$ cat src/hdl/cmq_pkg.sv
package cmq_pkg;

    localparam int QUEUE_DEPTH_DEF = 8;

    localparam logic [1:0] OP_PUSH   = 2'd0;
    localparam logic [1:0] OP_POP    = 2'd1;
    localparam logic [1:0] OP_REMOVE = 2'd2;
    localparam logic [1:0] OP_CLEAR  = 2'd3;

    localparam logic [7:0] TYPE_EMPTY = 8'd0;

    typedef struct packed {
        logic [1:0]  func;
        logic [7:0]  msg_type;
        logic [15:0] word_a;
        logic [15:0] word_b;
    } t_in_item;

    typedef struct packed {
        logic        got_message;
        logic [7:0]  out_type;
        logic [15:0] out_word_a;
        logic [15:0] out_word_b;
        logic        push_dropped;
    } t_out_item;

    typedef struct packed {
        logic [7:0]  msg_type;
        logic [15:0] word_a;
        logic [15:0] word_b;
    } t_entry;

    // slot array command: shift all forward, then optional write
    typedef struct packed {
        logic shift;
        logic write;
    } t_store_cmd;

endpackage

$ cat src/hdl/compacting_message_queue.sv
// channel   | direction | handshake                  | payload
// ----------+-----------+----------------------------+---------------------------
// request   | in        | i_in_valid / o_in_ready    | i_in_data  (t_in_item)
// result    | out       | o_out_valid / i_out_ready  | o_out_data (t_out_item)
//
// Push, pop and clear load the result register at the edge that accepts the
// request. Remove-by-type rotates the queue through slot 0 one entry per
// cycle past a single type comparator. Reset (i_rst_n low, synchronous)
// empties the queue at once. A new request is taken only while no remove is
// running and the result register is empty or being drained; a stalled
// result holds its value.
module compacting_message_queue #(
    parameter int QUEUE_DEPTH = cmq_pkg::QUEUE_DEPTH_DEF
) (
    input  logic               i_clk,
    input  logic               i_rst_n,
    input  logic               i_in_valid,
    output logic               o_in_ready,
    input  cmq_pkg::t_in_item  i_in_data,
    output logic               o_out_valid,
    input  logic               i_out_ready,
    output cmq_pkg::t_out_item o_out_data
);
    import cmq_pkg::*;

    localparam int IW = $clog2(QUEUE_DEPTH);

    // sequencer -> slot array
    t_store_cmd    cmd;
    logic [IW-1:0] wr_idx;
    t_entry        wr_data;
    // slot 0, seen by pop and by the remove comparator
    t_entry        head;

    // Sequencer: holds the occupancy count, runs the remove pass and owns
    // the result register. Entries stay packed from slot 0, so the count
    // alone says which slots are live.
    cmq_seq #(
        .QUEUE_DEPTH (QUEUE_DEPTH)
    ) u_seq (
        .i_clk       (i_clk),
        .i_rst_n     (i_rst_n),
        .i_in_valid  (i_in_valid),
        .o_in_ready  (o_in_ready),
        .i_in_data   (i_in_data),
        .o_out_valid (o_out_valid),
        .i_out_ready (i_out_ready),
        .o_out_data  (o_out_data),
        .i_head      (head),
        .o_cmd       (cmd),
        .o_wr_idx    (wr_idx),
        .o_wr_data   (wr_data)
    );

    // Slot array: a shift line (pop and rotate) with one write port for
    // push and for re-appending kept entries at the tail.
    cmq_store #(
        .QUEUE_DEPTH (QUEUE_DEPTH)
    ) u_store (
        .i_clk     (i_clk),
        .i_cmd     (cmd),
        .i_wr_idx  (wr_idx),
        .i_wr_data (wr_data),
        .o_head    (head)
    );

endmodule

$ cat src/hdl/cmq_store.sv
module cmq_store #(
    parameter int QUEUE_DEPTH = cmq_pkg::QUEUE_DEPTH_DEF
) (
    input  logic                               i_clk,
    input  cmq_pkg::t_store_cmd                i_cmd,
    input  logic [$clog2(QUEUE_DEPTH)-1:0]     i_wr_idx,
    input  cmq_pkg::t_entry                    i_wr_data,
    output cmq_pkg::t_entry                    o_head
);
    import cmq_pkg::*;

    localparam int IW = $clog2(QUEUE_DEPTH);

    t_entry r_slot [QUEUE_DEPTH];
    t_entry n_slot [QUEUE_DEPTH];

    // shift first, write lands on the shifted array
    always_comb begin
        for (int i = 0; i < QUEUE_DEPTH; i++) begin
            if (i_cmd.shift && (i < QUEUE_DEPTH - 1)) begin
                n_slot[i] = r_slot[(i < QUEUE_DEPTH - 1) ? i + 1 : i];
            end else begin
                n_slot[i] = r_slot[i];
            end
            if (i_cmd.write && (i_wr_idx == IW'(i))) begin
                n_slot[i] = i_wr_data;
            end
        end
    end

    always_ff @(posedge i_clk) begin
        for (int i = 0; i < QUEUE_DEPTH; i++) begin
            r_slot[i] <= n_slot[i];
        end
    end

    assign o_head = r_slot[0];

endmodule

$ cat src/hdl/cmq_seq.sv
module cmq_seq #(
    parameter int QUEUE_DEPTH = cmq_pkg::QUEUE_DEPTH_DEF
) (
    input  logic                               i_clk,
    input  logic                               i_rst_n,
    input  logic                               i_in_valid,
    output logic                               o_in_ready,
    input  cmq_pkg::t_in_item                  i_in_data,
    output logic                               o_out_valid,
    input  logic                               i_out_ready,
    output cmq_pkg::t_out_item                 o_out_data,
    input  cmq_pkg::t_entry                    i_head,
    output cmq_pkg::t_store_cmd                o_cmd,
    output logic [$clog2(QUEUE_DEPTH)-1:0]     o_wr_idx,
    output cmq_pkg::t_entry                    o_wr_data
);
    import cmq_pkg::*;

    localparam int IW = $clog2(QUEUE_DEPTH);
    localparam int CW = $clog2(QUEUE_DEPTH + 1);

    localparam logic ST_IDLE   = 1'b0;
    localparam logic ST_REMOVE = 1'b1;

    logic          r_state, n_state;
    logic [CW-1:0] r_cnt, n_cnt;
    logic [CW-1:0] r_left, n_left;
    logic [7:0]    r_rm_type, n_rm_type;
    logic          r_ovalid, n_ovalid;
    t_out_item     r_out, n_out;
    logic          in_fire;

    assign o_in_ready = (r_state == ST_IDLE) && (!r_ovalid || i_out_ready);
    assign in_fire    = i_in_valid && o_in_ready;

    always_comb begin
        n_state   = r_state;
        n_cnt     = r_cnt;
        n_left    = r_left;
        n_rm_type = r_rm_type;
        n_ovalid  = r_ovalid && !i_out_ready;
        n_out     = r_out;
        o_cmd     = '0;
        o_wr_idx  = '0;
        o_wr_data = i_head;
        unique case (r_state)
            ST_IDLE: begin
                if (in_fire) begin
                    n_out    = '0;
                    n_ovalid = 1'b1;
                    unique case (i_in_data.func)
                        OP_PUSH: begin
                            if (i_in_data.msg_type != TYPE_EMPTY) begin
                                if (r_cnt == CW'(QUEUE_DEPTH)) begin
                                    n_out.push_dropped = 1'b1;
                                end else begin
                                    o_cmd.write       = 1'b1;
                                    o_wr_idx          = r_cnt[IW-1:0];
                                    o_wr_data.msg_type = i_in_data.msg_type;
                                    o_wr_data.word_a  = i_in_data.word_a;
                                    o_wr_data.word_b  = i_in_data.word_b;
                                    n_cnt             = r_cnt + CW'(1);
                                end
                            end
                        end
                        OP_POP: begin
                            if (r_cnt != '0) begin
                                n_out.got_message = 1'b1;
                                n_out.out_type    = i_head.msg_type;
                                n_out.out_word_a  = i_head.word_a;
                                n_out.out_word_b  = i_head.word_b;
                                o_cmd.shift       = 1'b1;
                                n_cnt             = r_cnt - CW'(1);
                            end
                        end
                        OP_REMOVE: begin
                            if ((i_in_data.msg_type != TYPE_EMPTY) && (r_cnt != '0)) begin
                                n_ovalid  = 1'b0;
                                n_state   = ST_REMOVE;
                                n_left    = r_cnt;
                                n_rm_type = i_in_data.msg_type;
                            end
                        end
                        OP_CLEAR: begin
                            n_cnt = '0;
                        end
                        default: begin
                            n_cnt = r_cnt;
                        end
                    endcase
                end
            end
            ST_REMOVE: begin
                // rotate head to the tail if kept, drop it otherwise
                o_cmd.shift = 1'b1;
                if (i_head.msg_type != r_rm_type) begin
                    o_cmd.write = 1'b1;
                    o_wr_idx    = IW'(r_cnt - CW'(1));
                end else begin
                    n_cnt = r_cnt - CW'(1);
                end
                n_left = r_left - CW'(1);
                if (r_left == CW'(1)) begin
                    n_state  = ST_IDLE;
                    n_ovalid = 1'b1;
                    n_out    = '0;
                end
            end
            default: begin
                n_state = ST_IDLE;
            end
        endcase
    end

    always_ff @(posedge i_clk) begin
        if (!i_rst_n) begin
            r_state  <= ST_IDLE;
            r_cnt    <= '0;
            r_left   <= '0;
            r_ovalid <= 1'b0;
        end else begin
            r_state  <= n_state;
            r_cnt    <= n_cnt;
            r_left   <= n_left;
            r_ovalid <= n_ovalid;
        end
    end

    always_ff @(posedge i_clk) begin
        r_rm_type <= n_rm_type;
        r_out     <= n_out;
    end

    assign o_out_valid = r_ovalid;
    assign o_out_data  = r_out;

endmodule

$ cat config.mk
export PLATFORM = sky130hd
export DESIGN_NAME = compacting_message_queue
export DESIGN_NICKNAME = d
export VERILOG_FILES = /design/src/hdl/cmq_pkg.sv /design/src/hdl/compacting_message_queue.sv /design/src/hdl/cmq_store.sv /design/src/hdl/cmq_seq.sv
export SDC_FILE = /design/constraint.sdc
export NUM_CORES = 1
export LEC_CHECK = 0
export ABC_AREA = 1
export BUFFER_PORTS_ARGS = -buffer_cell sky130_fd_sc_hd__buf_2
export CAP_MARGIN = 20
export CELL_PAD_IN_SITES_DETAIL_PLACEMENT = 1
export CELL_PAD_IN_SITES_GLOBAL_PLACEMENT = 2
export CORE_MARGIN = 3
export CORE_UTILIZATION = 26
export CTS_CLUSTER_SIZE = 8
export DETAILED_ROUTE_END_ITERATION = 16
export PLACE_DENSITY_LB_ADDON = 0.12
export RECOVER_POWER = 50
export SETUP_SLACK_MARGIN = 0.02
export SLEW_MARGIN = 30
export SYNTH_ARGS = -nofsm -noshare
export SYNTH_HDL_FRONTEND = slang
export SYNTH_SLANG_ARGS = --single-unit
export TNS_END_PERCENT = 100
$ cat constraint.sdc
create_clock -name i_clk -period 11.89 [get_ports i_clk]
set_clock_uncertainty 0.05 [all_clocks]
set_input_delay 2.9725 -clock i_clk [delete_from_list [all_inputs] [get_ports i_clk]]
set_output_delay 2.9725 -clock i_clk [all_outputs]
set_load 0.05 [all_outputs]
==> results.md, run 1 <==
- The routed length per instance is 17.40 um.
- In the finished design, the share of the clock period the worst path needs comes to 73.65%.
- STA classifies the critical path startpoint as a primary input.
- The area after detailed placement is 18710 um2.
- The total length of routed wires is ~46000 um.
- The finished cells cover 19940 um2.
- The final count of hold timing violations is 0.
- Counting cells, the worst reg-to-reg path comes to 9.
- The worst slew margin relative to its limit is -64.19%.
- The weighted congestion reported at the end of routability-driven placement is about 0.73.
- The analysis attributes to cell leakage a power of 0.008018 uW.
- Walking the worst path, the cells encountered are buf_2 > inv_1 > ha_1 > inv_1 > nor2_1 > nand3_1 > nand2_1 > inv_1 > buf_4 > nor3_1 > clkbuf_1.
- After Yosys synthesis, full adders, half adders and majority gates account for less than 1% of the synthesized area.
- The category of the most critical setup path is in -> reg.
- After synthesis the netlist holds a flip-flop and latch count of 380.
- For the pin with the worst max-slew slack, the measured transition is 2.463 ns.
- The origin of the worst setup path is i_in_data[40].
- The sequential-to-total area share from yosys stat is ~64%.
- For this run, the number of Yosys warnings is 0.
- Hold repair after CTS inserted 0 buffers.
- The internal reg-to-reg setup slack is 4.97 ns.
- The first-pass GRT wire length is between 70000 and 80000 um.
- The remaining global-route overflow is 0.
- The growth of design area from synthesis to finish is 13.07%.
- The later pin in the worst-skew pair is clocked with a latency of 0.60 ns.
- The count of nets left with antenna violations once routing finished came out at 0.
- The flow ran to the end, but the final reports show violations.
- The H-tree was split into 2 levels.
- The sum of negative setup slack is 0 ns.
- When the netlist entered floorplanning its net count stood at between 1500 and 2000.
- The DRC violation count after routing is 0.
- The number of cells produced by synthesis is between 1500 and 2000.
- The share of synthesized area spent on multiplexers is 0%.
- The placed instance count is roughly 2600.
- The iteration-0 DRC count of the detailed router is 635.
- Each instance of the synthesized netlist takes up on average 10.15 um2.
- Of the cells placed in the final design, the portion with a size suffix greater than 1 is 8.161%.
- The worst hold-check path type is reg -> reg.
- The capture instance of the worst register-to-register path is u_store.r_slot[3][73].
- The core region area is 66450 um2.
- Setup violations remaining at the end of the flow were counted as 0.
- The worst-path maximum fanout is 42.
- TritonCTS built the clock tree.
- The effective utilization at floorplan is a little over a quarter.
- At the worst endpoint, the arrival time is 8.86 ns.
- The final number of max-transition violations is 375.
- The post-DP HPWL is 32720 um.
- The worst hold path stage count is 2.
- In this design, the stage delay of the slowest critical-path cell is 1.76 ns.
- The largest family of logic cells by synthesized area is simple AND/OR/NAND/NOR gates.
- For this run, the post-layout net count is approximately 1800.
- The simple logic cell fraction of the synthesized area is 28.30%.
- The power per standard cell area is 186.7 nW/um2.
- The worst flop-to-flop path startpoint is u_seq.r_state.
- The number of buffers and inverters on the critical path is 6.
- After Yosys synthesis, XOR and XNOR cells account for 0.2980% of the synthesized area.
- The I/O pin count is 90.
- The most numerous cell on the critical path is inv_1.
- For hold timing, the worst endpoint is u_seq.r_left[1].
- The cell family contributing the most delay on the critical path is buffers and inverters.
- In this run the most critical hold path is launched from u_seq.r_left[1].
- 0 antenna diodes ended up in the layout.
- Setup repair after global routing left no endpoint under its margin.
- In this run the core area contains 94 standard-cell rows.
- Static timing analysis puts the maximum clock frequency at 114.2 MHz.
- The overall die area is 70980 um2.
- Leaving out filler cells and counting taps, the final layout contains ~2700.
- Gates resized during post-CTS repair numbered 0.
- Entering global routing, the biggest net connects 81 pins.
- The number of buffers created by CTS is 54.
- The depth of the critical timing path with buffers and inverters included is 11.
- The detailed-routing iteration count for the pre-antenna-repair pass is 4.
- The total global-route track usage is 13.25%.
- The number of antenna violations at the first check in global routing is 0.
- The number of different library cells used by synthesis comes to 33.
- After clock tree synthesis, the clock-pin slew on the worst setup and hold paths is 0.05 ns.
- The tree is rooted in a clkbuf_16.
- For the worst setup path, the data required time is 11.99 ns.
- Counting along the longest clock path gives a buffer depth of 3.
- The die is 266.4 um tall.
- The buffer count from post-CTS setup fixing is 0.
- In the routed layout, each cell is associated on average with a via count of 4.411.
- Buffers placed on the I/O ports in this run total 89.
- The clock net in this run drives a total of 380 sinks.
- The area fraction in compound gates after synthesis is 1.405%.
- The number of global-route vias before repair is 12499.
- The peak supply drop is 0.09766 mV.
- The number of vias after detailed routing is 11703.
- The type of destination of the critical path is a register.
- The worst-path cell with the longest stage delay is clkbuf_1.
- The tool flagged a number of max-cap violations equal to 15.
- The final reports fail on capacitance limit, slew limit.
- The total standard cell area after synthesis is 17630 um2.
- For the finished layout, the period the worst path requires is 8.758 ns.
- The width of the die is 266.4 um.
-- synth_stat cells, drive strengths merged --
master  instances  share of area, %
nand2         701                15
edfxtp        370                63
nand4         203               7.2
nand3         131               3.9
buf           105               3.2
inv            77               1.6
nor2           69               1.8
clkbuf         23              0.49
a21oi          14              0.48
o21ai          12              0.77
dfxtp          10               1.1
ha              8              0.57
a31oi           3              0.11
xnor2           3              0.15
xor2            3              0.15
nor3            2             0.057
nor4            2             0.071
a22o            1             0.050
and2            1             0.036
-- area by class of cell --
class                   instances  area [um2]
repair buffers                108       520.5
clock inverters                 4       42.54
multi-input cells            1153        5294
flip-flops and latches        380       11310
well taps                     864        1081
fillers                      7473       46510
clock buffers                  67        1400
inverters                      77       289.0
-- worst register-to-register path, cell delays in order, from the launching register on --
cell and delay, ns:
dfxtp_1 0.48, inv_2 0.30, nand3_1 0.16, nor2_1 0.72, nand3_1 0.15, nand2_1 1.02
inv_1 1.02, buf_4 0.55, nor3_1 0.22, clkbuf_1 1.76
-- worst max path at each step --
stage,slack [ns],to
finish,3.13,u_store.r_slot[3][73]
global route,2.35,u_store.r_slot[0][18]
CTS,4.43,u_store.r_slot[2][46]
global placement,3.90,u_store.r_slot[2][59]
detailed placement,3.79,u_store.r_slot[2][59]
floorplan,4.48,u_store.r_slot[3][40]
-- cell families (layout without fill, tap and decap cells) --
logic type	count (synthesis)	count (layout)
compound gates	30	30
xor+xnor	6	6
fa+ha+maj	8	8
buf+inv	205	256
flops	380	380
simple gates	1109	1109
-- stage by stage --
step	power [uW]	worst slack [ns]	util [%]	hold WS (ns)
detailed placement	2412	3.791	28.15	0.4379
global placement	2404	3.901	28.14	0.4247
CTS	3810	4.428	30.32	0.4463
global route	3939	2.351	30.00	0.4740
floorplan	2199	4.478	-	0.4022
finish	3723	3.132	30.00	0.4404
-- routing by layer --
layer | wire length [um] | global-route usage (%)
met1 | 25360 | 20.51
met2 | 18370 | 19.00
met3 | 1626 | 2.434
met4 | 802 | 3.112
met5 | 0 | 0
-- layout by cell type (no fill, tap or decap), types with 16 or more instances in the layout --
cell type  instances
nand2_1          689
edfxtp_1         370
nand4_1          203
nand3_1          126
clkbuf_1          71
nor2_1            65
inv_1             61
clkbuf_16         54
buf_2             37
inv_2             16
-- where the power goes --
part           internal, uW  switching (uW)  total [uW]
combinational           120             497         617
sequential             1690            50.6        1740
clock                   810             556        1370
total                  2620            1100        3720
-- sequential cells by signal, indices dropped and copies added, names as in the netlist --
signal / flops
u_store.r_slot: 320
u_seq.r_left: 4
u_seq.o_out_data: 42
u_seq.r_rm_type: 8
u_seq.r_cnt: 4
u_seq.r_state: 1
u_seq.o_out_valid: 1
Note: power is estimated with default switching activity, not from simulation.
==> run 2, diff against run 1 <==
ABC_AREA = 0   (was 1)
clock period = 7.6 ns   (was 11.89 ns; I/O delays follow)
==> results.md, run 2 <==
- Setup repair after global routing left no endpoint under its margin.
- The total global-route track usage is roughly 12%.
- The category of the most critical setup path is in -> reg.
- The number of H-tree branching levels is 2.
- For the worst-skew pair, the clock arrives at the later sink with an insertion delay of 0.59 ns.
- The slew at the pin with the worst max-slew slack is 4.029 ns.
- Timing would allow up to 165.6 MHz.
- The final count of hold timing violations is 0.
- Dividing the detail-routed wire length by the instance count gives 21.46 um.
- The endpoint required time on the critical path is between 7 and 8 ns.
- Yosys attributes the largest share of cell area to edfxtp_1, mux2_2, and2_1.
- TritonCTS built the clock tree.
- The sequential-to-total area share from yosys stat is 68.77%.
- In this run the cell area measured after placement is roughly 18000 um2.
- The maximum clock insertion buffer count is 3.
- The number of buffers created by CTS is 53.
- Sequential cells account for 49.1% of the total power.
- Net switching is around 24% of the power.
- In the routed layout, each cell is associated on average with a via count of 4.412.
- The summed area of non-filler cells in the final layout is 19190 um2.
- The number of distinct library cells after synthesis is 56.
- The most used flip-flop cell after synthesis is edfxtp_1.
- Following the worst setup path forward leads to its endpoint at u_store.r_slot[3][27].
- The iteration-0 DRC count of the detailed router is 377.
- The width of the die is 257.5 um.
- The post-cts repair resize count is 0.
- Before CTS, the worst setup slack after placement is 1.942 ns.
- The register with the most flip-flops is u_store.r_slot.
- The height of the die is 257.5 um.
- The final-layout worst hold slack is ~0.47 ns.
- The number of buffers inserted by hold repair at cts is 0.
- The worst-path cell with the longest stage delay is o21ai_1.
- The run finished, with violations left.
- The flip-flop count of the largest register after layout is 320.
- In this design, the stage delay of the slowest critical-path cell is 1.84 ns.
- Setup violations remaining at the end of the flow were counted as 0.
- The number of buffers and inverters on the critical path is 4.
- The count of max-cap constraint violations is 6.
- Subtracting the final worst setup slack from the clock period gives 6.039 ns.
- In this run the worst path has a maximum fanout of 22.
- The total of warnings raised by yosys is 0.
- The maximum number of pins on one net before global-route repair is 42.
- In the post-synthesis netlist, the cell with the most instances is edfxtp_1.
- At the end of routability-driven placement, the weighted congestion stood at 0.6664.
- In this run the power spent charging and discharging nets is 1250 uW.
- The worst pin sits at a relative slew slack of -171.4%.
- In the routed design, unresolved DRC markers number 0.
- The clock network power share is 41.3%.
- For this run the aggregate overflow at the end of global routing stands at 0.
- The final number of max-transition violations was 142.
- The total length of routed wires is 40670 um.
- The part of the total power dissipated in combinational logic is roughly a tenth.
- The effective utilization at floorplan is 26.46%.
- The cell family contributing the most delay on the critical path is compound AO/OA/AOI/OAI gates.
- The period utilization is about four fifths.
- The cell taking the most area after synthesis is edfxtp_1.
- VDD sags by at most 0.1289 mV.
- The worst register-to-register path ends at u_seq.o_out_data[16].
- The design draws a little over 5000 uW.
- The I/O pin count is 90.
- For the worst flop-to-flop path, the logic depth is 4.
- The detailed-routing iteration count for the pre-antenna-repair pass is 7.
- The count of nets after finishing is 1099.
- The critical path goes through buf_2 > inv_1 > ha_1 > inv_1 > or4b_1 > or4_1 > mux2_2 > o21ai_1 > buf_4.
- The total of flip-flops plus latches after synthesis is 380.
- The number of antenna violations at the first check in global routing is 1.
- The share of layout cells above drive strength 1 is 36.33%.
- By count the netlist is led by edfxtp_1, mux2_2, and2_1.
- The top cell type by area accounts for between 60% and 70% of the synthesized area.
- Yosys mapped a number of flops with a built-in enable equal to 370.
- The worst hold path belongs to the class reg -> reg.
- The most numerous cell on the critical path is inv_1.
- The analysis attributes to cell leakage a power of about 0.006 uW.
- In the layout the commonest cells are edfxtp_1, mux2_2, clkbuf_1.
- In this run the number of cells on the critical path is 9.
- Setup total negative slack on the finished layout was measured at 0 ns.
- The worst register-to-register path begins at u_seq.r_state.
- STA classifies the critical path endpoint as a register.
- The number of cells produced by synthesis is 924.
- In this run the power density over the cells is 269.1 nW/um2.
- After synthesis the cells add up to 16450 um2.
- STA puts the critical path data arrival time at 6.22 ns.
- The number of global-route vias before repair came to between 9000 and 10000.
- The final reports fail on capacitance limit, slew limit.
- The net count after synthesis is 978.
- The critical path starts at i_in_data[40].
- After floorplanning, the core was sized to cover roughly 62000 um2.
- The overall die area is 66320 um2.
- The growth of design area from synthesis to finish is 16.67%.
- The internal portion of the total power is 3914 uW.
- The standard-cell row count is 91.
- The tree built by TritonCTS fans out to 380 sinks.
- The commonest non-fill, non-tap cell in the layout is edfxtp_1.
- STA classifies the critical path startpoint as a primary input.
- CTS placed an instance of clkbuf_16 at the clock tree root.
- After clock tree synthesis, the clock-pin slew on the worst setup and hold paths is around 0.05 ns.
- Across all layers, the routed design uses 8361 vias.
- In this run the mean area of a mapped cell was around 18 um2.
- The count of nets left with antenna violations after detail routing is 0.
- The buffer count from post-CTS setup fixing is 0.
- Once routing completed, OpenROAD measured the worst setup slack at about 1.6 ns.
- The post-DP HPWL is 23500 um.
- The internal reg-to-reg setup slack is between 1.5 and 2 ns.
- The first-pass GRT wire length is 61830 um.
- The count of port buffers added during placement is 89.
- The post-synthesis async set-or-reset flop share is 0%.
[run 2: cell count changes in the layout (fill, tap and decap cells not counted), moves of 10 or more]
| cell | previous run | this run |
|---|---|---|
| nand3_1 | 126 | 3 |
| nand2_1 | 689 | 10 |
| mux2_2 | 0 | 252 |
| and2_1 | 1 | 18 |
| and2_0 | 0 | 27 |
| nor2_1 | 65 | 10 |
| inv_1 | 61 | 10 |
| nand4_1 | 203 | 3 |
| mux2_4 | 0 | 10 |
| inv_2 | 16 | 0 |
| mux2_1 | 0 | 60 |
[run 2: worst min-delay path by stage]
stage	start	endpoint	slack, ns	depth (start not counted)
global route	u_store.r_slot[1][47]	u_store.r_slot[1][7]	0.49	1
floorplan	u_store.r_slot[0][58]	u_store.r_slot[0][18]	0.45	1
finish	u_store.r_slot[1][73]	u_store.r_slot[1][33]	0.47	1
global placement	u_store.r_slot[2][13]	u_store.r_slot[1][53]	0.46	1
detailed placement	u_store.r_slot[1][47]	u_store.r_slot[1][7]	0.46	1
CTS	u_store.r_slot[1][77]	u_store.r_slot[1][37]	0.48	1
[run 2: logic make-up after synthesis]
family | Yosys count | synth area share [%]
AO/OA/AOI/OAI | 49 | 2.145
buffers and inverters | 55 | 2.016
AND/OR/NAND/NOR | 101 | 3.712
flip-flops | 380 | 68.77
multiplexers | 322 | 22.27
adder cells (fa/ha/maj) | 8 | 0.6086
XOR/XNOR | 9 | 0.4793
[run 2: worst reg2reg max path: cells and delay by family (launching register included)]
kind / cells / cell delay, ns
compound gates: 1 / 3.09
buf+inv: 3 / 1.83
flops: 1 / 0.30
[run 2: stage by stage]
step                std cells  utilization (%)
finish                   1895            30.87
global route             1894            30.86
CTS                      1894            31.10
detailed placement       1827            28.80
global placement         1827            28.80
floorplan                 924                -
[run 2: routing by layer]
| metal | part of all wire (%) | vias up | track usage [%] |
|---|---|---|---|
| met2 | 48 | 125 | 20.61 |
| met1 | 46 | 4357 | 16.31 |
| met3 | 3.5 | 65 | 2.510 |
| li1 | - | 3814 | - |
| met4 | 2.2 | 0 | 3.508 |
| met5 | 0 | - | 0 |
[run 2: layout make-up]
type | count | area (um2)
clock inverters | 2 | 13.76
well taps | 837 | 1047
fillers | 6418 | 42980
inverters | 11 | 41.29
flip-flops and latches | 380 | 11310
clock buffers | 65 | 1414
repair buffers | 110 | 529.3
diodes | 1 | 2.502
multi-input cells | 489 | 4831
[run 2: power by group through the flow]
stage	clock, uW	sequential (uW)	combinational, uW
final	2140	2540	494
after global routing	2300	2550	546
after CTS	2230	2530	532
after detailed placement	0	2570	530
after global placement	0	2570	528
after floorplan	0	2630	276
==> run 3, diff against run 2 <==
ABC_AREA = 1   (was 0)
clock period = 5.45 ns   (was 7.6 ns; I/O delays follow)
==> results.md, run 3 (synthesis results as in run 1) <==
- For the pin with the worst max-slew slack, the measured transition is roughly 2.0 ns.
- Global routing finished with a remaining overflow of 0.
- The floorplan step defined a die boundary enclosing about 70000 um2.
- The number of global-route vias before repair was ~13000.
- In this run, the number of DRC markers left after iteration 0 of detailed routing was 732.
- Clock tree synthesis found a total of 380 sinks.
- The checks that failed: capacitance limit, slew limit.
- The number of inserted filler cells in the final layout is 7461.
- The count of nets left with antenna violations once routing finished came out at 0.
- For this configuration, the core starts out at a cell density of 26.54%.
- Dividing the detail-routed wire length by the instance count gives 20.39 um.
- The longest clock path from root to sink contains 3 buffers.
- The register with the most flip-flops in the layout has 320 of them.
- The first detailed-routing pass took 5 iterations.
- The maximum number of pins on one net before global-route repair is 124.
- The type of destination of the critical path is a register.
- The cell at the root of the clock tree is clkbuf_16.
- The multi-input combinational cells in the finished layout cover a total of 5289 um2.
- Timing analysis after detailed placement gives a worst setup slack of 0.9748 ns.
- The share of total power dissipated in the clock network is 36.8%.
- The part of the power in registers is 45.7%.
- The area growth from synthesis to layout is 14.35%.
- The post-DP HPWL is ~34000 um.
- In the layout the commonest cells are nand2_1, edfxtp_1, nand4_1.
- The I/O pin count is 90.
- In this run the static leakage power is between 0.008 and 0.009 uW.
- The highest clock rate is 224.7 MHz.
- The count of port buffers added during placement is 89.
- The standard-cell row count is 94.
- The final count of hold timing violations is 0.
- The final cell utilization of the core is 30.34%.
- The number of setup violations in the final report is 0.
- The peak supply drop is 0.2018 mV.
- The clock reaches the later pin of the worst-skew pair after 0.59 ns.
- 0 antenna diodes ended up in the layout.
- The first-pass GRT wire length is 84780 um.
- The critical path launch point type is a primary input.
- The count of max-cap constraint violations is 11.
- The post-route netlist has 9.201% of its cells at a drive strength greater than 1.
- For this design the total switching power over the nets is 2528 uW.
- The floorplan step defined a core boundary enclosing 66450 um2.
- The height of the die is approximately 270 um.
- TritonCTS built the clock tree.
- Power spread over the standard cell area amounts to 412.1 nW/um2.
- The internal power component is 5782 uW.
- The sum of negative setup slack is 0 ns.
- Final hold analysis gives a worst-case slack of between 0.4 and 0.5 ns.
- The number of vias after detailed routing is 12699.
- The endpoint required time on the critical path is 5.68 ns.
- Counting the buffers created by CTS gives 53.
- The min-delay analysis places its worst path in the category reg -> reg.
- The weighted congestion reported at the end of routability-driven placement is ~0.73.
- The H-tree was split into 2 levels.
- The width of the die is 266.4 um.
- The total length of routed wires is ~55000 um.
- The number of gates resized after CTS was 0.
- The number of buffers inserted by hold repair at cts is 0.
- The register with the most flip-flops is u_store.r_slot.
- The category of the most critical setup path is in -> reg.
- The footprint of the flip-flops and latches is around 11000 um2.
- After the last flow step, the layout net total stands at 1846.
- The library cell used most frequently in the layout, excluding fill and tap cells, is nand2_1.
- Measured against its own limit, the worst slew margin works out to -35.93%.
- The DRC violation count after routing is 0.
- The part of the total power dissipated in combinational logic is between 10% and 20%.
- In this run the post-CTS setup repair buffer count came out at 0.
- Net switching is a little under a third of the power.
- The average via count per standard cell is 4.740.
- At the worst endpoint, the arrival time is 4.68 ns.
- Clock-pin slew was measured on the worst setup and hold paths at 0.05 ns.
- Setup repair after global routing left no endpoint under its margin.
- Subtracting the final worst setup slack from the clock period gives 4.450 ns.
- The summed area of non-filler cells in the final layout is 20160 um2.
- Of all nets on the critical path, the largest fanout is 34.
- The run finished, with violations left.
- The final number of max-transition violations is 190.
- The number of antenna violations at the first check in global routing was 0.
- The worst path setup slack after routing is between 1 and 1.5 ns.
- Summing all placed instances gives a cell area of 18950 um2.
- The total global-route track usage is 15.47%.
- The period utilization is 81.65%.
==> run 3: changes by cell type in the layout (fill, tap and decap cells not counted), moves of 12 or more <==
| cell | delta |
|---|---|
| nor2_1 | +55 |
| nand3_1 | +123 |
| and2_1 | -17 |
| mux2_2 | -252 |
| nand2_1 | +680 |
| and2_0 | -27 |
| nand4_1 | +200 |
| inv_2 | +17 |
| inv_1 | +50 |
| clkbuf_1 | +12 |
| mux2_1 | -60 |
==> run 3: final cells by class <==
type | instances | share of cell area, %
Sequential cell | 380 | 56.09
Multi-Input combinational cell | 1153 | 26.23
Clock buffer | 77 | 7.235
Tap cell | 864 | 5.361
Timing Repair Buffer | 127 | 3.605
Inverter | 77 | 1.433
Clock inverter | 1 | 0.04344
==> run 3: final timing paths <==
kind	slack (ns)	to	startpoint	cells past startpoint
hold reg to reg	0.44	u_seq.r_left[1]	u_seq.r_left[1]	2
setup reg to reg	1.26	u_store.r_slot[1][67]	u_seq.r_cnt[0]	11
hold / removal	0.44	u_seq.r_left[1]	u_seq.r_left[1]	2
setup / recovery	1.00	u_store.r_slot[1][67]	i_in_data[37]	11
==> run 3: worst max-delay path, stage by stage <==
cell	delay, ns
clkbuf_1	0.18
nor2_1	0.08
nand3_1	0.08
nor2_1	0.11
nor2_8	0.41
nand3_1	0.26
nand2_4	0.29
clkbuf_2	0.67
nand3_1	0.19
nand2_1	0.68
buf_12	0.30
==> run 3: metrics by stage <==
| step | total power [uW] | std cells |
|---|---|---|
| final | 8311 | 2679 |
| after global routing | 8740 | 2679 |
| after CTS | 8498 | 2679 |
| after detailed placement | 5371 | 2601 |
| after global placement | 5342 | 2599 |
| after floorplan | 4798 | 1738 |
==> run 3: per-layer routing <==
layer,vias to the layer above,track usage (%),share of wire [%]
li1,6119,-,-
met1,6317,23.14,52
met2,199,23.51,43
met3,64,2.461,3.6
met4,0,3.453,1.7
met5,-,0,0
==> run 3: power groups by stage <==
stage	logic (uW)	clock network, uW	registers (uW)
2_1_floorplan	858	0	3940
3_3_place_gp	1490	0	3850
3_5_place_dp	1520	0	3850
4_1_cts	1520	3180	3800
5_1_grt	1630	3290	3830
6_report	1450	3060	3800
